--- src/hdl/rfw_pkg.sv ---
// Package for the rectangle fill writer.
// Holds item payload types, command and register index codes, and the
// controller/datapath interface structs. Depends on nothing.
package rfw_pkg;

  // Item commands
  localparam logic CMD_LOAD = 1'b0;
  localparam logic CMD_STEP = 1'b1;

  // Configuration register indexes
  localparam int unsigned CFG_IDX_W = 2;
  localparam logic [CFG_IDX_W-1:0] CFG_X_RES = 2'd0;
  localparam logic [CFG_IDX_W-1:0] CFG_Y_RES = 2'd1;
  localparam logic [CFG_IDX_W-1:0] CFG_BPP   = 2'd2;
  localparam logic [CFG_IDX_W-1:0] CFG_BASE  = 2'd3;

  localparam int unsigned CFG_DATA_W = 32;

  // Configuration reset values
  localparam logic [12:0] X_RES_RST = 13'd1024;
  localparam logic [12:0] Y_RES_RST = 13'd768;
  localparam logic [2:0]  BPP_RST   = 3'd1;

  // Input item
  typedef struct packed {
    logic        command;
    logic [11:0] start_x;
    logic [11:0] start_y;
    logic [12:0] rect_width;
    logic [12:0] rect_height;
    logic [31:0] fill_color;
  } rfw_in_t;

  // Result item
  typedef struct packed {
    logic [31:0] write_address;
    logic [31:0] write_data;
    logic [2:0]  byte_count;
    logic        last_pixel;
    logic        out_of_bounds;
  } rfw_out_t;

  // Controller to datapath commands
  typedef struct packed {
    logic load;   // latch a new rectangle
    logic mul;    // bounds check and row multiply
    logic scale;  // offset times bytes per pixel
    logic emit;   // load result register, advance counts
  } rfw_ctrl_t;

  // Datapath to controller status
  typedef struct packed {
    logic is_load;   // input item is a load command
    logic nonempty;  // input rectangle has area
    logic done;      // pixel in flight ends the fill
  } rfw_stat_t;

endpackage

--- src/hdl/rfw_datapath.sv ---
// Datapath of the rectangle fill writer: configuration registers,
// rectangle state, address arithmetic and the result register.
// Depends on rfw_pkg.
module rfw_datapath #(
  parameter int unsigned MAX_RES = 4096
) (
  input  logic                                 clk,
  input  logic                                 rst_n,
  input  logic                                 cfg_we,
  input  logic [rfw_pkg::CFG_IDX_W-1:0]        cfg_index,
  input  logic [rfw_pkg::CFG_DATA_W-1:0]       cfg_data,
  input  rfw_pkg::rfw_in_t                     in_data,
  input  rfw_pkg::rfw_ctrl_t                   ctrl,
  output rfw_pkg::rfw_stat_t                   stat,
  output rfw_pkg::rfw_out_t                    out_data
);
  import rfw_pkg::*;

  localparam logic [16:0] MAX_RES_V = 17'(MAX_RES);

  // Configuration
  logic [12:0] x_res_r;
  logic [12:0] y_res_r;
  logic [2:0]  bpp_r;
  logic [31:0] base_r;

  // Rectangle state
  logic [11:0] org_x_r;
  logic [11:0] org_y_r;
  logic [12:0] span_w_r;
  logic [12:0] span_h_r;
  logic [12:0] col_r;
  logic [12:0] row_r;
  logic [31:0] color_r;

  // Pipeline registers
  logic [26:0] prod_r;
  logic [13:0] px_r;
  logic        oob_r;
  logic        last_r;
  logic        row_end_r;
  logic [29:0] scaled_r;
  rfw_out_t    out_r;

  logic [12:0] x_eff;
  logic [12:0] y_eff;
  logic [2:0]  bpp_eff;
  logic [13:0] px;
  logic [13:0] py;
  logic [13:0] col_inc;
  logic [13:0] row_inc;
  logic        oob_now;
  logic        row_end;
  logic        last_now;
  logic [26:0] prod_c;
  logic [26:0] offset_c;
  logic [29:0] scaled_c;

  // Saturate resolutions at MAX_RES
  assign x_eff = ({4'd0, x_res_r} > MAX_RES_V) ? MAX_RES_V[12:0] : x_res_r;
  assign y_eff = ({4'd0, y_res_r} > MAX_RES_V) ? MAX_RES_V[12:0] : y_res_r;

  // Force bytes per pixel into one to four
  always_comb begin
    priority if (bpp_r == 3'd0) begin
      bpp_eff = 3'd1;
    end else if (bpp_r > 3'd4) begin
      bpp_eff = 3'd4;
    end else begin
      bpp_eff = bpp_r;
    end
  end

  // Current pixel position and end-of-row/end-of-fill tests
  assign px       = {2'd0, org_x_r} + {1'b0, col_r};
  assign py       = {2'd0, org_y_r} + {1'b0, row_r};
  assign oob_now  = (px >= {1'b0, x_eff}) || (py >= {1'b0, y_eff});
  assign col_inc  = {1'b0, col_r} + 14'd1;
  assign row_inc  = {1'b0, row_r} + 14'd1;
  assign row_end  = col_inc >= {1'b0, span_w_r};
  assign last_now = row_end && (row_inc >= {1'b0, span_h_r});

  assign prod_c   = {14'd0, x_eff} * {13'd0, py};
  assign offset_c = prod_r + {13'd0, px_r};
  assign scaled_c = {3'd0, offset_c} * {27'd0, bpp_eff};

  // Configuration writes
  always_ff @(posedge clk) begin
    if (!rst_n) begin
      x_res_r <= X_RES_RST;
      y_res_r <= Y_RES_RST;
      bpp_r   <= BPP_RST;
      base_r  <= '0;
    end else if (cfg_we) begin
      unique case (cfg_index)
        CFG_X_RES: x_res_r <= cfg_data[12:0];
        CFG_Y_RES: y_res_r <= cfg_data[12:0];
        CFG_BPP:   bpp_r   <= cfg_data[2:0];
        CFG_BASE:  base_r  <= cfg_data[31:0];
      endcase
    end
  end

  // Rectangle latch and scan counters
  always_ff @(posedge clk) begin
    if (!rst_n) begin
      col_r <= '0;
      row_r <= '0;
    end else if (ctrl.load) begin
      col_r <= '0;
      row_r <= '0;
    end else if (ctrl.emit && !oob_r && !last_r) begin
      if (row_end_r) begin
        col_r <= '0;
        row_r <= row_inc[12:0];
      end else begin
        col_r <= col_inc[12:0];
      end
    end
  end

  always_ff @(posedge clk) begin
    if (ctrl.load) begin
      org_x_r  <= in_data.start_x;
      org_y_r  <= in_data.start_y;
      span_w_r <= in_data.rect_width;
      span_h_r <= in_data.rect_height;
      color_r  <= in_data.fill_color;
    end
  end

  // Multiply stage: row offset, bounds and end flags
  always_ff @(posedge clk) begin
    if (ctrl.mul) begin
      prod_r    <= prod_c;
      px_r      <= px;
      oob_r     <= oob_now;
      last_r    <= last_now;
      row_end_r <= row_end;
    end
  end

  // Scale stage: pixel offset to byte offset
  always_ff @(posedge clk) begin
    if (ctrl.scale) begin
      scaled_r <= scaled_c;
    end
  end

  // Result register
  always_ff @(posedge clk) begin
    if (ctrl.emit) begin
      out_r.byte_count <= bpp_eff;
      if (oob_r) begin
        out_r.write_address <= '0;
        out_r.write_data    <= '0;
        out_r.last_pixel    <= 1'b1;
        out_r.out_of_bounds <= 1'b1;
      end else begin
        out_r.write_address <= base_r + {2'd0, scaled_r};
        out_r.write_data    <= color_r;
        out_r.last_pixel    <= last_r;
        out_r.out_of_bounds <= 1'b0;
      end
    end
  end

  assign out_data      = out_r;
  assign stat.is_load  = (in_data.command == CMD_LOAD);
  assign stat.nonempty = (in_data.rect_width != '0) && (in_data.rect_height != '0);
  assign stat.done     = oob_r || last_r;

endmodule

--- src/hdl/rfw_controller.sv ---
// Controller of the rectangle fill writer: sequences each step item through
// multiply, scale and emit, tracks the busy flag and the result valid.
// Depends on rfw_pkg.
module rfw_controller (
  input  logic                clk,
  input  logic                rst_n,
  input  logic                in_valid,
  output logic                in_ready,
  output logic                out_valid,
  input  logic                out_ready,
  input  rfw_pkg::rfw_stat_t  stat,
  output rfw_pkg::rfw_ctrl_t  ctrl
);
  import rfw_pkg::*;

  typedef enum logic [1:0] {
    ST_IDLE,
    ST_MUL,
    ST_SCALE,
    ST_EMIT
  } state_t;

  state_t state_r;
  state_t state_nxt;
  logic   busy_r;
  logic   busy_nxt;
  logic   out_valid_r;
  logic   out_valid_nxt;
  logic   accept;
  logic   go;

  assign in_ready   = (state_r == ST_IDLE);
  assign accept     = in_valid && in_ready;
  assign go         = accept && !stat.is_load && busy_r;
  assign ctrl.load  = accept && stat.is_load;
  assign ctrl.mul   = (state_r == ST_MUL);
  assign ctrl.scale = (state_r == ST_SCALE);
  assign ctrl.emit  = (state_r == ST_EMIT) && (!out_valid_r || out_ready);
  assign out_valid  = out_valid_r;

  // Next state, busy and result valid
  always_comb begin
    state_nxt     = state_r;
    busy_nxt      = busy_r;
    out_valid_nxt = out_ready ? 1'b0 : out_valid_r;
    unique case (state_r)
      ST_IDLE: begin
        if (ctrl.load) begin
          busy_nxt = stat.nonempty;
        end else if (go) begin
          state_nxt = ST_MUL;
        end
      end
      ST_MUL: begin
        state_nxt = ST_SCALE;
      end
      ST_SCALE: begin
        state_nxt = ST_EMIT;
      end
      ST_EMIT: begin
        if (ctrl.emit) begin
          state_nxt     = ST_IDLE;
          out_valid_nxt = 1'b1;
          if (stat.done) begin
            busy_nxt = 1'b0;
          end
        end
      end
    endcase
  end

  // Hold state and registered outputs
  always_ff @(posedge clk) begin
    if (!rst_n) begin
      state_r     <= ST_IDLE;
      busy_r      <= 1'b0;
      out_valid_r <= 1'b0;
    end else begin
      state_r     <= state_nxt;
      busy_r      <= busy_nxt;
      out_valid_r <= out_valid_nxt;
    end
  end

`ifndef SYNTHESIS
  // A pixel in flight always belongs to an active fill
  a_busy_in_flight: assert property (@(posedge clk) disable iff (!rst_n)
    (state_r != ST_IDLE) |-> busy_r)
    else $error("pixel in flight while fill idle");

  // Emitting a pixel presents a result next cycle
  a_emit_shows: assert property (@(posedge clk) disable iff (!rst_n)
    ctrl.emit |=> out_valid_r)
    else $error("emitted pixel not presented");

  // Loads and idle steps keep the sequencer idle
  a_no_spurious_start: assert property (@(posedge clk) disable iff (!rst_n)
    ((state_r == ST_IDLE) && !go) |=> (state_r == ST_IDLE))
    else $error("sequencer left idle without a live step");

  // No new result while an earlier one still waits
  a_no_overwrite: assert property (@(posedge clk) disable iff (!rst_n)
    (out_valid_r && !out_ready) |-> !ctrl.emit)
    else $error("result overwritten while stalled");
`endif

endmodule

--- src/hdl/rectangle_fill_writer.sv ---
// Top level of the rectangle fill writer: controller plus datapath.
// Depends on rfw_pkg, rfw_controller and rfw_datapath.
//
//   Channel  Handshake            Payload
//   in       in_valid / in_ready  in_data   (rfw_in_t: load or step item)
//   out      out_valid / out_ready out_data (rfw_out_t: one pixel write)
//   cfg      cfg_we               cfg_index, cfg_data (write only)
//
// A load item is latched when it is accepted. A step item of an active fill
// passes through accept, 13x14 row multiply, bytes-per-pixel scale and emit;
// the three registered stages after accept are ST_MUL, ST_SCALE and ST_EMIT.
// A step while idle is accepted and does nothing.
// Emit waits while the result register still holds an untaken item; input
// is accepted again as soon as the sequencer is back in idle.
// Reset is synchronous, active low; configuration returns to its defaults.
module rectangle_fill_writer #(
  parameter int unsigned MAX_RES = 4096
) (
  input  logic                            clk,
  input  logic                            rst_n,
  input  logic                            in_valid,
  output logic                            in_ready,
  input  rfw_pkg::rfw_in_t                in_data,
  output logic                            out_valid,
  input  logic                            out_ready,
  output rfw_pkg::rfw_out_t               out_data,
  input  logic                            cfg_we,
  input  logic [rfw_pkg::CFG_IDX_W-1:0]   cfg_index,
  input  logic [rfw_pkg::CFG_DATA_W-1:0]  cfg_data
);
  import rfw_pkg::*;

  rfw_ctrl_t ctrl;
  rfw_stat_t stat;

  // Sequencer
  rfw_controller u_ctrl (
    .clk       (clk),
    .rst_n     (rst_n),
    .in_valid  (in_valid),
    .in_ready  (in_ready),
    .out_valid (out_valid),
    .out_ready (out_ready),
    .stat      (stat),
    .ctrl      (ctrl)
  );

  // Arithmetic and storage
  rfw_datapath #(
    .MAX_RES (MAX_RES)
  ) u_dp (
    .clk       (clk),
    .rst_n     (rst_n),
    .cfg_we    (cfg_we),
    .cfg_index (cfg_index),
    .cfg_data  (cfg_data),
    .in_data   (in_data),
    .ctrl      (ctrl),
    .stat      (stat),
    .out_data  (out_data)
  );

endmodule
--- config.mk ---
export PLATFORM = sky130hd
export DESIGN_NAME = rectangle_fill_writer
export DESIGN_NICKNAME = d
export VERILOG_FILES = /design/src/hdl/rfw_pkg.sv /design/src/hdl/rfw_datapath.sv /design/src/hdl/rfw_controller.sv /design/src/hdl/rectangle_fill_writer.sv
export SDC_FILE = /design/constraint.sdc
export NUM_CORES = 1
export LEC_CHECK = 0
export BUFFER_PORTS_ARGS = -buffer_cell sky130_fd_sc_hd__clkbuf_2
export CORE_ASPECT_RATIO = 1.2
export CORE_MARGIN = 3
export CORE_UTILIZATION = 40
export CTS_CLUSTER_SIZE = 16
export DETAILED_ROUTE_END_ITERATION = 10
export SYNTH_ARGS = -nofsm -noshare
export SYNTH_HDL_FRONTEND = slang
export SYNTH_SLANG_ARGS = --single-unit
export TNS_END_PERCENT = 50
--- constraint.sdc ---
create_clock -name clk -period 10.4 [get_ports clk]
set_input_delay 1.04 -clock clk [delete_from_list [all_inputs] [get_ports clk]]
set_output_delay 1.04 -clock clk [all_outputs]
set_load 0.005 [all_outputs]
==> flow_results.org, run 1 <==
** Synthesis
- In the synthesized netlist, the cells that appear most often are nand2_1, inv_1, ha_1, edfxtp_1, nor2_1.
- The share of the Yosys chip area taken by registers is 0.353.
- Avg Synthesized Cell Area :: 9.51 um2
- Number of nets in the synthesized netlist :: 3,062
- Of all flip-flops after synthesis, the portion carrying an async set or reset was 0.
- Most area-hungry cell type in the Yosys netlist :: edfxtp_1
- During synthesis, Yosys emitted a total of 0 warnings.
- Proportion of netlist area held by the largest area contributor :: 0.278
- In this run, distinct cell masters in the synthesized netlist total 74.
- Top_reg_cell synth :: edfxtp_1
- By instance count, the leading cell after synthesis is nand2_1.
- After technology mapping, the gate count stands at 2,551.
- Number of synthesized register bits :: 316
- After synthesis the cells add up to 24,300 um2.
- Number of flops mapped to enable cells by yosys :: 225
- Main area contributors after synthesis :: edfxtp_1, fa_1, ha_1

** Route
- Summed over all layers, the routed wires come to 58.2 mm.
- Vias post-DR :: 18.3k
- After the first detailed-routing iteration, the DRC count stood at 1,067.
- Detailed-route wire length per cell :: 16.4 um
- Antenna violation net count after detailed routing :: 0
- DRC :: 0
- The pre-antenna-repair detailed-routing pass consisted of 5 iterations.
- Drt via density :: 5.15

** Hold path
- Worst hold path depth :: 2
- Hold WC Path Type :: flop to flop
- Destination of the worst hold path :: u_dp.base_r[7]$_SDFFE_PN0P_
- The worst hold path begins at u_dp.base_r[7]$_SDFFE_PN0P_.

** Final layout
- Layout area overhead :: 12.7%
- Share of cells above drive strength 1 :: 0.110
- The count of cells in the finished layout, fillers not included, comes to 3,549.
- Antenna diode count :: 0
- The final layout contains 3,230 nets.

** Clocking
- Post-CTS repair changed the size of 0 cells.
- Post-CTS timing repair inserted 0 buffers for setup.
- The number of clock buffers added by TritonCTS is 38.
- Buffer type at the clock tree root :: clkbuf_16
- TritonCTS sink count :: 316
- Clock latency on the worst-skew pair, taken at its later pin, is 0.58 ns.
- Maximum clock path buffer count :: 3
- Deepest level of the CTS H-tree :: 2
- Clock input transition at the sequential cells of the worst setup and hold paths :: 0.06 ns
- The number of hold buffers added after CTS was 0.
- TritonCTS clock tree :: yes

** Critical path
- Flop-to-flop setup slack :: 2.79 ns
- R2r worst-path depth :: 29
- Kind of start point of the critical path :: flop
- STA puts the critical path data required time at 10.67 ns.
- The worst setup path is of the flop to flop kind.
- R2r endpoint :: u_dp.prod_r[24]$_DFFE_PN_
- STA classifies the critical path endpoint as a flop.
- On the worst path, the slowest cell contributes a delay of 0.57 ns.
- Data arrives at the worst endpoint at 7.88 ns.
- Worst-path fanout max :: 9
- Crit-path most repeated cell :: fa_1
- The startpoint identified for the worst register-to-register timing path is u_dp.row_r[0]$_SDFFE_PP0P_.
- Cell with the largest stage delay on the worst path :: fa_1

** Placed design
- Routability-driven placement finished with a final weighted congestion of 0.909.
- Placed Instances :: 3,479
- Sum of net half-perimeters after detailed placement :: 46.4 mm
- Quantity of I/O buffers inserted on ports :: 192
- Prior to clock tree synthesis, the placed netlist has a worst setup slack of 2.89 ns.

** Job
- Number of max-capacitance violations reported :: 0

** Timing
- At the pin with the least slew margin, the transition time is 1.26 ns.
- Setup repair after global routing left no endpoint under its margin.
- Fmax :: 0.131 GHz
- Across the routed clock network, the largest skew measured is 0.0432 ns.
- Setup violations remaining at the end of the flow were counted as 0.
- Counting I/O delays and the setup requirement, the final critical path takes 7.61 ns.
- The number of hold violations in the final report was 0.
- In the finished design, the share of the clock period the worst path needs comes to 0.731.
- Slew margin rel. :: 0.156
- Final Max Slew Viols :: 0
- Setup slack on the critical path of the routed design comes to 2.79 ns.
- Final setup TNS :: 0 ns

** Floorplanning
- For this configuration, the core starts out at a cell density of 0.406.
- Core footprint :: 59,800 um2
- # IOs :: 193
- Row generation in the floorplan step produced 98 rows.
- Chip Height :: 276 um
- Die extent in x :: 231 um
- The die covers 63,700 um2.

** Power and ir drop
- For this design the ratio of total power to cell area is 154 nW/um2.
- Worst vdd rail ir drop :: 0.116 mV
- In this run the static leakage power is 0.0123 uW.

** Status
- The run finished with clean final reports.

** Global routing
- In the global route stage, overall resource usage came out at 0.185.
- The via count of the first global-routing pass came to 18.4k.
- The first global-routing pass estimated 95.5 mm of wire.
- Overall overflow remaining after global route :: 0
- Entering global routing, the biggest net connects 67 pins.
- Antenna violations before repair :: 0
registers in the layout, summed over array words and instances, names as in the netlist, 2 cells and up:
register and flops:
u_dp.row_r 13, u_dp.scaled_r 30, u_dp.org_x_r 12, u_dp.y_res_r 13
u_dp.out_data 69, u_dp.span_h_r 13, u_dp.prod_r 27, u_dp.base_r 32
u_dp.col_r 13, u_dp.color_r 32, u_dp.x_res_r 13, u_dp.org_y_r 12
u_dp.bpp_r 3, u_dp.span_w_r 13, u_ctrl.state_r 2, u_dp.px_r 14
cell families after synthesis:
family | count (synthesis) | share of synthesized area
AND/OR/NAND/NOR | 821 | 0.150
XOR/XNOR | 137 | 0.0501
multiplexers | 10 | 0.00443
buffers and inverters | 400 | 0.0621
adder cells (fa/ha/maj) | 389 | 0.251
flip-flops | 316 | 0.353
AO/OA/AOI/OAI | 478 | 0.129
worst max path at each step:
stage / start / slack, ns / endpoint
after floorplan: u_dp.row_r[0]$_SDFFE_PP0P_ / 3.60 / u_dp.prod_r[24]$_DFFE_PN_
after global placement: u_dp.row_r[0]$_SDFFE_PP0P_ / 3.08 / u_dp.prod_r[24]$_DFFE_PN_
after detailed placement: u_dp.row_r[0]$_SDFFE_PP0P_ / 2.89 / u_dp.prod_r[24]$_DFFE_PN_
after CTS: u_dp.row_r[0]$_SDFFE_PP0P_ / 2.84 / u_dp.prod_r[24]$_DFFE_PN_
after global routing: u_dp.row_r[0]$_SDFFE_PP0P_ / 2.33 / u_dp.prod_r[24]$_DFFE_PN_
final: u_dp.row_r[0]$_SDFFE_PP0P_ / 2.79 / u_dp.prod_r[24]$_DFFE_PN_
routing by layer:
metal / global-route usage / vias up / share of wire
met1: 0.233 / 8839 / 0.43
met2: 0.333 / 405 / 0.50
met4: 0.0615 / 0 / 0.033
met5: 0 / - / 0
li1: - / 8939 / -
met3: 0.0206 / 97 / 0.041
cells in the final DEF (no fill, tap or decap), types with 74 or more instances in the layout:
master    Yosys  routed
ha_1        227     226
xnor2_1      74      74
clkbuf_2      0     192
edfxtp_1    225     225
dfxtp_1      91      91
fa_1        162     162
a21oi_1     129     128
inv_1       312     311
o21ai_0      82      82
nor2_1      219     219
nand2_1     353     353
power by group:
group / internal [uW] / total, uW / switching, uW
sequential: 1520 / 1580 / 55.8
clock: 794 / 1350 / 557
combinational: 492 / 1290 / 799
metrics by stage:
| stage | hold WS [ns] | power (uW) | area, um2 | util |
|---|---|---|---|---|
| after global routing | 0.491 | 4510 | 27400 | 0.457 |
| after detailed placement | 0.464 | 2890 | 26100 | 0.436 |
| after global placement | 0.454 | 2860 | 26100 | 0.436 |
| final | 0.468 | 4220 | 27400 | 0.457 |
| after CTS | 0.471 | 4280 | 27400 | 0.457 |
| after floorplan | 0.439 | 2570 | 24300 | - |
final cells by class:
class / instances / area, um2
inverter: 320 / 1200
clock buffer: 48 / 1030
multi-input combinational: 1835 / 14200
sequential: 316 / 8580
clock inverter: 22 / 262
timing repair buffer: 208 / 1080
tap: 800 / 1000
fill: 5836 / 32500
critical path: cells and delay by family, from the launching register on:
family	cells	cell delay (ns)
adders and majority gates	8	3.54
AOI/OAI and AO/OA	10	1.90
and+or+nand+nor	4	0.86
DFF	1	0.45
buffers and inverters	5	0.25
xor gates and xnor gates	1	0.16
muxes	1	0.13
(Power assumes the default switching activity.)
==> run 2: changes to the inputs <==
- ABC_AREA: not set -> 1
- clock period: 10.4 -> 6.9 ns (I/O delays scaled with it)
==> run 2 against run 1 <==
Against the previous run:
- critical path depth decreased by 2
- synthesized cell count increased by 24%
- final cell count increased by 19%
- worst setup slack got worse by 2.4 ns
- register-to-register slack got worse by 2.4 ns
- sequential power increased by 68%
- clock-buffer cell count decreased by 1
- total power increased by 99%
- critical path type unchanged
- highest routed layer unchanged
==> flow_results.org, run 2 <==
** Placed design
- Placed instance area :: 27,700 um2 (+6.2%)
- Sum of net half-perimeters after detailed placement :: 58.8 mm (+27%)
- The last weighted congestion value of the routability-driven placer is 0.926 (+1.9%).
- The quantity of I/O buffers inserted on ports was 192 (unchanged).

** Synthesis
- Area of the mapped netlist :: 25,600 um2 (+5.4%)
- The async set-reset flop share out of synthesis came to 0 (unchanged).
- The synthesized instance count came to 3,164 (+24%).
- Count of different cell masters after synthesis :: 50 (-32%)
- Most area-hungry cell type in the Yosys netlist :: edfxtp_1
- Top_reg_cell synth :: edfxtp_1
- Number of nets in the synthesized netlist :: 3,675 (+20%)
- Avg Synthesized Cell Area :: 8.08 um2 (-15%)
- Leading post-synthesis cells by instance count :: nand2_1, inv_1, nor2_1, ha_1, edfxtp_1
- The share of the yosys chip area belonging to registers is 0.335 (-0.0180).
- Ranked by total cell area, the synthesized netlist is headed by edfxtp_1, fa_1, ha_1.
- Number of synthesized register bits :: 316 (unchanged)
- In the post-synthesis netlist, the cell with the most instances is nand2_1.
- Number of flops mapped to enable cells by yosys :: 225 (unchanged)
- The area share of the largest cell type after synthesis is 0.264 (-0.0142).
- The number of warning messages in the yosys log came to 0 (unchanged).

** Critical path
- The cell that appears most often on the critical path is fa_1.
- Crit end category :: flop
- The buffering stage count on the worst path with inverters included was 7 (+2).
- The worst register-to-register path ends at u_dp.prod_r[20]$_DFFE_PN_.
- STA classifies the critical path startpoint as a flop.
- The setup slack of the most critical reg-to-reg path came to 0.38 ns (-2.41 ns).
- Reg-to-Reg Start :: u_dp.row_r[0]$_SDFFE_PP0P_
- Delay contributed by the slowest stage of the critical path :: 0.52 ns (-0.05 ns)
- Worst-path fanout max :: 8 (-1)
- The most critical setup path has its endpoint at u_dp.prod_r[20]$_DFFE_PN_.
- The number of cells on the worst reg-to-reg path was 27 (-6.9%).
- The critical path is of the flop to flop type.
- The slowest stage of the critical path is the fa_1 cell.
- Data arrival time of the worst path :: 6.81 ns (-1.07 ns)
- Among cell families on the critical path, the largest total delay comes from adder cells.
- The required arrival time at the worst endpoint came to 7.19 ns (-3.48 ns).
- Startpoint of the most critical setup path :: u_dp.row_r[0]$_SDFFE_PP0P_
- The number of cells on the critical path came to 27 (-6.9%).

** Route
- Total length of routed wires :: 71.4 mm (+23%)
- The final antenna-violating net count is 0 (unchanged).
- The post-detailed-route DRC marker count is 0 (unchanged).
- Vias post-DR :: 20.8k (+14%)
- The per-cell via count in the routed design came to 4.91 (-4.7%).
- Detailed-route wire length per cell :: 16.9 um (+2.9%)
- The number of detailed-route iterations in the first pass was 5 (unchanged).
- The count of routing violations after the opening detailed-route iteration is 961 (-9.9%).

** Clocking
- The buffer count from post-CTS setup fixing came to 0 (unchanged).
- Number of hold buffers added after CTS :: 0 (unchanged)
- Buffer type at the clock tree root :: clkbuf_16
- Maximum clock path buffer count :: 3 (unchanged)
- Resize count post-CTS :: 0 (unchanged)
- TritonCTS clock tree :: yes
- Insertion delay to the later sink of the worst-skew pair :: 0.56 ns (-0.02 ns)
- Inserted Clock Buffers :: 38 (unchanged)
- Clock input transition at the sequential cells of the worst setup and hold paths :: 0.06 ns (about the same)
- TritonCTS sink count :: 316 (unchanged)
- Deepest level of the CTS H-tree :: 2 (unchanged)

** Hold path
- The number of stages on the worst hold path is 1 (-1).
- In this run the worst hold path is classified as input port to flop.

** Timing
- Worst Clk Skew :: 0.0291 ns (-0.0141 ns)
- Final setup TNS :: 0 ns (unchanged)
- Setup repair after global routing left no endpoint under its margin.
- The post-route minimum period came to 6.52 ns (-1.09 ns).
- Final Max Slew Viols :: 0 (unchanged)
- The number of hold violations in the final report came to 0 (unchanged).
- The worst relative slew slack is 0.290 (+0.134).
- The maximum clock frequency came to 0.153 GHz (+17%).
- Worst-margin pin slew :: 1.06 ns (-0.199 ns)
- Worst-case hold slack :: 0.302 ns (-0.166 ns)
- Final setup violation count :: 0 (unchanged)
- Tcrit/Tclk final :: 0.945 (+0.214)

** Floorplanning
- The area of the die came to 67,000 um2 (+5.2%).
- The number of placement rows came to 100 (+2.0%).
- The I/O pin total was 193 (unchanged).
- Die extent in x :: 237 um (+2.6%)
- Core footprint :: 62,700 um2 (+4.8%)
- The starting density of the core is 0.408 (+0.00235).
- The floorplan die height came to 283 um (+2.6%).

** Final layout
- Most common cell after layout, fill and taps aside :: nand2_1
- Antenna diode count :: 0 (unchanged)
- Relative to the synthesized area, the layout overhead comes to 13.4%.
- # nets final :: 3,899 (+21%)
- The share of post-route cells with drive strength above 1 is 0.0983 (-0.0119).
- The flip-flop count of the largest register, all copies and words added was 69 (unchanged).
- Leaving out fill and tap cells, the most frequent cells in the layout are nand2_1, inv_1, nor2_1.
- The final non-filler cell area came to 29,000 um2 (+6.0%).
- Filler cell count :: 6,262 (+7.3%)

** Global routing
- The first-pass GRT wire length was 112 mm (+18%).
- Pin count of the biggest net entering global routing :: 67 (unchanged)
- Antenna violations before repair :: 0 (unchanged)
- Overall overflow remaining after global route :: 0 (unchanged)
- The via count of the first global-routing pass is 21.0k (+14%).
- The total routing usage reported by global routing was 0.212 (+0.0264).

** Power and ir drop
- Total power density per cell area :: 290 nW/um2 (+88%)
- Worst vdd rail ir drop :: 0.184 mV (+58%)
- The leakage component of the power came to 0.0142 uW (+16%).

** Job
- The count of max-cap constraint violations came to 0 (unchanged).

** Status
- The flow ran to the end, and the final reports show no timing, DRC or antenna violations.
run 2: cell types whose count changed after synthesis, sizes merged, moves of 66 or more:
| cell | change |
|---|---|
| a21oi | +94 |
| nand2 | +311 |
| inv | +284 |
| nor2 | +170 |
| nand3 | +93 |
| nor2b | -66 |
run 2: metal layers:
metal / vias up / GRT usage / share of wire
li1: 10600 / - / -
met1: 9679 / 0.240 / 0.40
met2: 393 / 0.400 / 0.53
met3: 126 / 0.0215 / 0.032
met4: 0 / 0.0891 / 0.046
met5: - / 0 / 0
run 2: layout make-up:
class / instances / area, um2 / area share
multi-input combinational: 2199 / 14600 / 0.503
sequential: 316 / 8580 / 0.296
inverter: 601 / 2260 / 0.0778
timing repair buffer: 232 / 1260 / 0.0435
tap: 816 / 1020 / 0.0352
clock buffer: 47 / 1010 / 0.0348
clock inverter: 22 / 295 / 0.0102
run 2: worst min-delay path by stage:
stage	from	endpoint	slack, ns
floorplan	u_dp.base_r[0]$_SDFFE_PN0P_	u_dp.base_r[0]$_SDFFE_PN0P_	0.43
global placement	u_dp.base_r[0]$_SDFFE_PN0P_	u_dp.base_r[0]$_SDFFE_PN0P_	0.44
detailed placement	u_dp.base_r[29]$_SDFFE_PN0P_	u_dp.base_r[29]$_SDFFE_PN0P_	0.45
CTS	in_data[60]	u_dp.org_y_r[2]$_DFFE_PP_	0.26
global route	in_data[8]	u_dp.color_r[8]$_DFFE_PP_	0.27
finish	in_data[60]	u_dp.org_y_r[2]$_DFFE_PP_	0.30
run 2: logic make-up (layout without fill, tap and decap cells):
group | count (synthesis) | in the layout | synth area share
flops | 316 | 316 | 0.335
compound gates | 425 | 425 | 0.0895
fa+ha+maj | 389 | 389 | 0.238
buf+inv | 649 | 902 | 0.0959
simple gates | 1305 | 1305 | 0.211
xor+xnor | 80 | 80 | 0.0305
run 2: power breakdown:
group | switching (uW) | total [uW] | internal, uW
Combinational | 2440 | 3660 | 1220
Clock | 832 | 2110 | 1280
Sequential | 138 | 2650 | 2510
Total | 3410 | 8420 | 5010
run 2: stage by stage:
step | setup WS (ns) | cells | total power [uW] | util
2_1_floorplan | 0.884 | 3164 | 5330 | -
3_3_place_gp | 0.371 | 4164 | 6320 | 0.442
3_5_place_dp | 0.349 | 4164 | 6340 | 0.442
4_1_cts | 0.302 | 4233 | 8500 | 0.463
5_1_grt | 0.00298 | 4233 | 9140 | 0.463
6_report | 0.379 | 4233 | 8420 | 0.463
